--- src/rtl/mtts_pkg.sv ---
// mtts_pkg: shared constants, codes and controller/datapath structs
// for the multi-track tone sequencer
// no dependencies
package mtts_pkg;

    localparam int TRACKS    = 7;
    localparam int TRK_W     = 3;
    localparam int NPT       = 256;
    localparam int SLOT_W    = 8;
    localparam int ADDR_W    = TRK_W + SLOT_W;
    localparam int MEM_DEPTH = TRACKS * NPT;
    localparam int LEVEL_MAX = 2048;
    localparam int LVL_SH    = 11;
    localparam int SMP_W     = 12;
    localparam int SUM_W     = 15;
    localparam int N_W       = 3;
    localparam int CNT_W     = 9;
    localparam int POS_W     = 10;
    localparam int MS_W      = 17;
    localparam int FLD_W     = 16;
    localparam int PC_W      = 10;
    localparam int NUM_W     = 28;
    localparam int QUO_W     = 12;

    // command codes carried in tuser
    typedef enum logic [1:0] {
        CMD_PULL  = 2'd0,
        CMD_NOTE  = 2'd1,
        CMD_COUNT = 2'd2,
        CMD_ACT   = 2'd3
    } t_cmd;

    // wave shape codes, anything above triangle is sawtooth
    localparam logic [1:0] WAVE_SQUARE = 2'd0;
    localparam logic [1:0] WAVE_TRI    = 2'd1;

    // config register indexes
    localparam logic CFG_WAVE = 1'b0;
    localparam logic CFG_PPM  = 1'b1;

    // controller to datapath
    typedef struct packed {
        logic             take;
        logic             pull;
        logic             halt_res;
        logic             adv;
        logic             adv_rd;
        logic             adv_ld;
        logic             phase;
        logic             acc;
        logic             res_zero;
        logic             mean;
        logic             mean_done;
        logic             out_ld;
        logic [TRK_W-1:0] trk;
    } t_dp_cmd;

    // datapath to controller
    typedef struct packed {
        logic in_pull;
        logic halted;
        logic tick;
        logic act;
        logic need_load;
        logic need_div;
        logic div_done;
        logic n_zero;
        logic out_free;
    } t_dp_stat;

endpackage

--- src/rtl/mtts_ctrl.sv ---
// mtts_ctrl: sequencing state machine, walks the tracks for note advance
// and mixing; depends on mtts_pkg
module mtts_ctrl (
    input  logic                i_clk,
    input  logic                i_rst_n,
    input  logic                i_s_tvalid,
    output logic                o_s_tready,
    input  mtts_pkg::t_dp_stat  i_stat,
    output mtts_pkg::t_dp_cmd   o_cmd
);

    typedef enum logic [7:0] {
        S_IDLE  = 8'b0000_0001,
        S_ADV   = 8'b0000_0010,
        S_LOAD  = 8'b0000_0100,
        S_PHASE = 8'b0000_1000,
        S_WDIV  = 8'b0001_0000,
        S_MEAN  = 8'b0010_0000,
        S_MDIV  = 8'b0100_0000,
        S_EMIT  = 8'b1000_0000
    } t_state;

    t_state                      r_state, n_state;
    logic [mtts_pkg::TRK_W-1:0]  r_trk, n_trk;
    logic                        last;

    assign last       = r_trk == 3'(mtts_pkg::TRACKS - 1);
    assign o_s_tready = r_state == S_IDLE;

    always_ff @(posedge i_clk) begin
        if (!i_rst_n) begin
            r_state <= S_IDLE;
            r_trk   <= '0;
        end else begin
            r_state <= n_state;
            r_trk   <= n_trk;
        end
    end

    // next state and commands
    always_comb begin
        n_state   = r_state;
        n_trk     = r_trk;
        o_cmd     = '0;
        o_cmd.trk = r_trk;
        case (r_state)
            S_IDLE: begin
                if (i_s_tvalid) begin
                    o_cmd.take = 1'b1;
                    if (i_stat.in_pull) begin
                        if (i_stat.halted) begin
                            o_cmd.halt_res = 1'b1;
                            n_state        = S_EMIT;
                        end else begin
                            o_cmd.pull = 1'b1;
                            n_trk      = '0;
                            n_state    = i_stat.tick ? S_ADV : S_PHASE;
                        end
                    end
                end
            end
            S_ADV, S_LOAD: begin
                if (r_state == S_ADV && i_stat.act && i_stat.need_load) begin
                    o_cmd.adv_rd = 1'b1;
                    n_state      = S_LOAD;
                end else begin
                    o_cmd.adv    = r_state == S_ADV && i_stat.act;
                    o_cmd.adv_ld = r_state == S_LOAD;
                    n_trk        = last ? '0 : r_trk + 3'd1;
                    n_state      = last ? S_PHASE : S_ADV;
                end
            end
            S_PHASE: begin
                o_cmd.phase = i_stat.act;
                if (i_stat.act && i_stat.need_div) begin
                    n_state = S_WDIV;
                end else begin
                    n_trk   = last ? '0 : r_trk + 3'd1;
                    n_state = last ? S_MEAN : S_PHASE;
                end
            end
            S_WDIV: begin
                if (i_stat.div_done) begin
                    o_cmd.acc = 1'b1;
                    n_trk     = last ? '0 : r_trk + 3'd1;
                    n_state   = last ? S_MEAN : S_PHASE;
                end
            end
            S_MEAN: begin
                if (i_stat.n_zero) begin
                    o_cmd.res_zero = 1'b1;
                    n_state        = S_EMIT;
                end else begin
                    o_cmd.mean = 1'b1;
                    n_state    = S_MDIV;
                end
            end
            S_MDIV: begin
                if (i_stat.div_done) begin
                    o_cmd.mean_done = 1'b1;
                    n_state         = S_EMIT;
                end
            end
            S_EMIT: begin
                if (i_stat.out_free) begin
                    o_cmd.out_ld = 1'b1;
                    n_state      = S_IDLE;
                end
            end
            default: begin
                n_state = S_IDLE;
            end
        endcase
    end

endmodule

--- config.mk ---
export PLATFORM = sky130hd
export DESIGN_NAME = mtts_ctrl
export DESIGN_NICKNAME = d
export VERILOG_FILES = /design/src/rtl/mtts_pkg.sv /design/src/rtl/mtts_ctrl.sv
export SDC_FILE = /design/constraint.sdc
export NUM_CORES = 1
export LEC_CHECK = 0
export BUFFER_PORTS_ARGS = -buffer_cell sky130_fd_sc_hd__buf_4
export CORE_UTILIZATION = 40
export DETAILED_ROUTE_END_ITERATION = 6
export PLACE_DENSITY = 0.73
export SLEW_MARGIN = 20
export SYNTH_ARGS = -nofsm -noshare
export SYNTH_HDL_FRONTEND = slang
export SYNTH_SLANG_ARGS = --single-unit
--- constraint.sdc ---
create_clock -name i_clk -period 3.3 [get_ports i_clk]
set_input_delay 0.66 -clock i_clk [delete_from_list [all_inputs] [get_ports i_clk]]
set_output_delay 0.66 -clock i_clk [all_outputs]
set_load 0.1 [all_outputs]
# After elaboration in Yosys (flattened, before gate mapping)
# Index checks and enable logic that the tools add are counted.
# totals
ff_bits	11
out_inout_bits	16
# op_classes
n_addsub	1
eq_ne	17
mux	39
reduce_logical	7
# op_table
op	n
8-bit two-way mux	7
8-bit one-hot mux with 7 select lines	1
3-bit two-way mux	10
2-bit inequality test (second input constant)	7
1-bit two-way mux	13
4-bit two-way mux	3
6-bit two-way mux	2
3-bit one-hot mux with 4 select lines	1
8-bit by 1-bit == test with 1-bit output (second input constant)	1
8-bit by 2-bit == test with 1-bit output (second input constant)	1
8-bit by 3-bit == test with 1-bit output (second input constant)	1
8-bit by 4-bit == test with 1-bit output (second input constant)	1
8-bit by 5-bit == test with 1-bit output (second input constant)	1
8-bit by 6-bit == test with 1-bit output (second input constant)	1
8-bit by 7-bit == test with 1-bit output (second input constant)	1
8-bit == test (second input constant)	1
7-bit AND reduction	1
5-bit AND reduction	1
2-bit two-way mux	2
4-bit nonzero test	1
3-bit by 1-bit adder with 3-bit output (second input constant)	1
3-bit == test (second input constant)	1
1-bit logical AND	3
2-bit by 1-bit inequality test with 1-bit output (second input constant)	1
2-bit OR reduction	1

# Logic depth before layout (Yosys ltp)
# depth
ltp_word	5
ltp_mapped	6
depth_no_buf	5

# Worst setup path after synthesis
# No wires, ideal clock.
# synth_timing
path_kind	register -> output
startpoint	reg r_state[0]
endpoint	out o_cmd[11] (netlist bit)
arrival_ns	4.176
required_time_ns	2.640
slack_ns	-1.536
path_stages_with_launch	5
cell_sequence	dfxtp_1 -> buf_6 -> or4_4 -> or3_1 -> nor4_1
# synth_lines
element	line_no	rtl
start, declared	mtts_ctrl.sv:23	t_state r_state, n_state;
start signal, assigned	mtts_ctrl.sv:35	r_state <= n_state;
end, declared	mtts_ctrl.sv:9	output mtts_pkg::t_dp_cmd o_cmd

==> flow_summary.yaml <==
worst_setup_path:
  reg2reg_from: "r_state[4]$_SDFFE_PN0P_"
  worstPathCellList: "or3_1 > nor4_1 > and3_1 > buf_4"
  required_ns: 2.64
  critical_path.top_delay_family: "simple AND/OR/NAND/NOR gates"
  r2r-end: "r_trk[2]$_SDFFE_PN0P_"
  worst-r2r-cell-count: 5
  slowest_delay_ns: 0.50
  crit_path_start: "r_state[3]$_SDFFE_PN0P_"
  cp-endpoint: "o_cmd[13]"
  setup.worst_path.start_class: "register"
  criticalPathCategory: "register to primary output"
  worst_ep_arrival_time_ns: 2.20
  critPathMaxFanout: 15
  crit_cells: 4
  rrSetupSlack_ns: 1.03
  crit_path_end_kind: "primary output"
  slowest_stage: "or3_1"
  worst-path-buf-inv: 1
yosys:
  yosysSeqAreaShare_pct: 23.4
  yosys.cell_count.top_type: "dfxtp_1"
  yosys_warnings: 0
  synth.top_cells.by_count: "11 x dfxtp_1, 7 x and2_1, 7 x nor4_1"
  synth_area_leaders: "dfxtp_1 23%, and2_1 4.7%, nor4_1 4.7%"
  ys_ff_latch: 11
  synthesis.area_sq_um: 941
  synth.distinct_cells: 49
  async_flop_share_pct: 0
  synth_flop_cell: "dfxtp_1"
  syn_avg_cell_area_sq_um: 7.84
  synth_nets: 132
  synth-edff-count: 0
  synth_cells: 120
  yosysTopAreaCellShare_pct: 23.4
  yosysTopAreaCell: "dfxtp_1"
routing:
  antenna_left: 0
  drtIter0Drc: 31
  vias: 1021
  drt-pass1-iter-count: 4
  drc_errors: 0
  wirelength_mm: 2.49
  wl_per_cell_um: 14.5
  viasPerCell: 5.94
clock_network:
  ctsHtreeMaxLevel: 1
  cts_setup_buffers: 0
  clkSlewWorstSetupHoldPaths_ns: 0.07
  cts_hold_buf: 0
  root_buffer: "clkbuf_4"
  cts_resized: 0
  clock_latency_ns: 0.27
  cts.sinks: 11
  cts_inserted_buffers: 3
  cts_tree: "done"
  cts_buffer_depth: 2
layout:
  nFillCells: 227
  area_delta_synth_final_pct: 27.3
  diodes: 0
  num-nets-final: 157
  drive_gt1_share_pct: 29.2
die:
  chipWidth_um: 50.5
  coreArea_sq_um: 2210
  initial_core_util_pct: 42.5
  die-area_sq_um: 2550
  std_cell_rows: 17
  die_h_um: 50.5
  ios: 28
place:
  io_buffers: 27
  gp_congestion: 0.878
  post-dp-hpwl_mm: 1.91
  dpl_worst_slack_ns: 0.745
global_route:
  grt_start_max_net_pins: 16
  grt_usage_pct: 21.1
  grt_pass1_vias: 859
  grt_pass1_wl_mm: 3.98
  overflow: 0
  grt_antenna_before_repair: 0
timing:
  final.setup_skew_ns: 0.00570
  fin_crit_sh_pct: 86.5
  fin_ws_ns: 0.445
  tightest_slew_ns: 0.591
  hold_violations: 0
  relSlewSlack_pct: 59.6
  rsz0062_at_grt: "no"
  slew_viol_final: 0
  tns_ns: 0
  period_needed_ns: 2.86
  setup_viol: 0
  fmax_ghz: 0.350
power_and_ir_drop:
  leakage_nw: 0.473
  power-per-cell-area_nw_per_um2: 479
  peakVddDrop_mv: 0.422
  seqPwrFrac_pct: 28.1
  combPwrFrac_pct: 56.2
  p_switching_mw: 0.280
  clkPwrFrac_pct: 15.7
  p_sw_share_pct: 48.9
  cellInternalPower_mw: 0.293
min_path:
  holdCritPathClass: "register to register"
run:
  drv_cap: 0
outcome:
  run_status: "completed"
==> worst min-delay path by stage <==
| stage | slack (ns) | end | from | depth (start not counted) |
|---|---|---|---|---|
| after global routing | 0.55 | r_trk[0]$_SDFFE_PN0P_ | r_trk[0]$_SDFFE_PN0P_ | 2 |
| after floorplan | 0.63 | r_state[7]$_SDFFE_PN0P_ | r_state[7]$_SDFFE_PN0P_ | 4 |
| after detailed placement | 0.49 | r_trk[0]$_SDFFE_PN0P_ | r_trk[0]$_SDFFE_PN0P_ | 2 |
| after CTS | 0.51 | r_trk[0]$_SDFFE_PN0P_ | r_trk[0]$_SDFFE_PN0P_ | 2 |
| after global placement | 0.50 | r_trk[0]$_SDFFE_PN0P_ | r_trk[0]$_SDFFE_PN0P_ | 2 |
| final | 0.51 | r_trk[0]$_SDFFE_PN0P_ | r_trk[0]$_SDFFE_PN0P_ | 2 |
==> registers in the layout, indices dropped and copies added (netlist names) <==
register	cells
r_state	8
r_trk	3
==> cells by family (layout without fill, tap and decap cells) <==
group / after synthesis / after routing / share of synthesized area, %
DFF: 11 / 11 / 23.4
muxes: 1 / 1 / 1.06
xor gates and xnor gates: 3 / 3 / 2.79
buffers and inverters: 12 / 36 / 5.85
and+or+nand+nor: 70 / 70 / 48.3
AOI/OAI and AO/OA: 23 / 23 / 18.6
==> worst reg2reg max path, delay by kind of cell (launching register included) <==
kind / cells / cell delay [ns]
compound gates: 3 / 1.05
flops: 1 / 0.56
simple gates: 2 / 0.57
==> power by group through the flow <==
stage	clock network [mW]	registers (mW)	logic (mW)
floorplan	0	0.152	0.271
global placement	0	0.163	0.313
detailed placement	0	0.164	0.316
CTS	0.0913	0.161	0.321
global route	0.104	0.163	0.342
finish	0.0903	0.161	0.322
==> area by class of cell <==
class / count / area, sq um / share of cell area, %
tap: 28 / 35.0 / 2.93
clock buffer: 4 / 26.3 / 2.19
sequential: 11 / 220 / 18.4
timing repair buffer: 27 / 203 / 16.9
inverter: 5 / 18.8 / 1.57
multi-input combinational: 97 / 694 / 58.0
==> stage by stage <==
| step | util, % | hold WS [ns] | instance area, sq um | instances | total power [mW] |
|---|---|---|---|---|---|
| 4_1_cts | 54.1 | 0.509 | 1200 | 172 | 0.573 |
| 3_5_place_dp | 52.9 | 0.493 | 1170 | 168 | 0.480 |
| 3_3_place_gp | 52.9 | 0.499 | 1170 | 168 | 0.476 |
| 2_1_floorplan | - | 0.634 | 970 | 120 | 0.423 |
| 5_1_grt | 54.1 | 0.551 | 1200 | 172 | 0.609 |
| 6_report | 54.1 | 0.509 | 1200 | 172 | 0.574 |
==> per-layer routing <==
metal | part of all wire [%] | wire (um) | GRT usage [%]
met5 | 0 | 0 | 0
met4 | 1.1 | 27 | 7.87
met3 | 4.0 | 100 | 3.64
met2 | 50 | 1260 | 35.3
met1 | 44 | 1110 | 26.8
==> cell usage in the layout (no fill, tap or decap), types with 2 or more instances in the layout <==
master and instances:
a2111oi_0 2, a211o_1 2, a21oi_1 2, a31oi_1 2
and2_1 7, and3_1 2, and4_1 2, buf_4 27
clkbuf_4 3, dfxtp_1 11, inv_1 5, nand2_1 6
nand2b_1 6, nand3_1 2, nand3b_1 3, nand4b_1 3
nor2_1 6, nor2b_1 2, nor3_1 3, nor3_2 2
nor4_1 5, nor4_2 2, nor4b_1 2, o21ai_0 2
or3_1 4, or3b_2 3, or4_1 2, or4_4 2
xor2_1 2
Note: power is estimated with default switching activity, not from simulation.
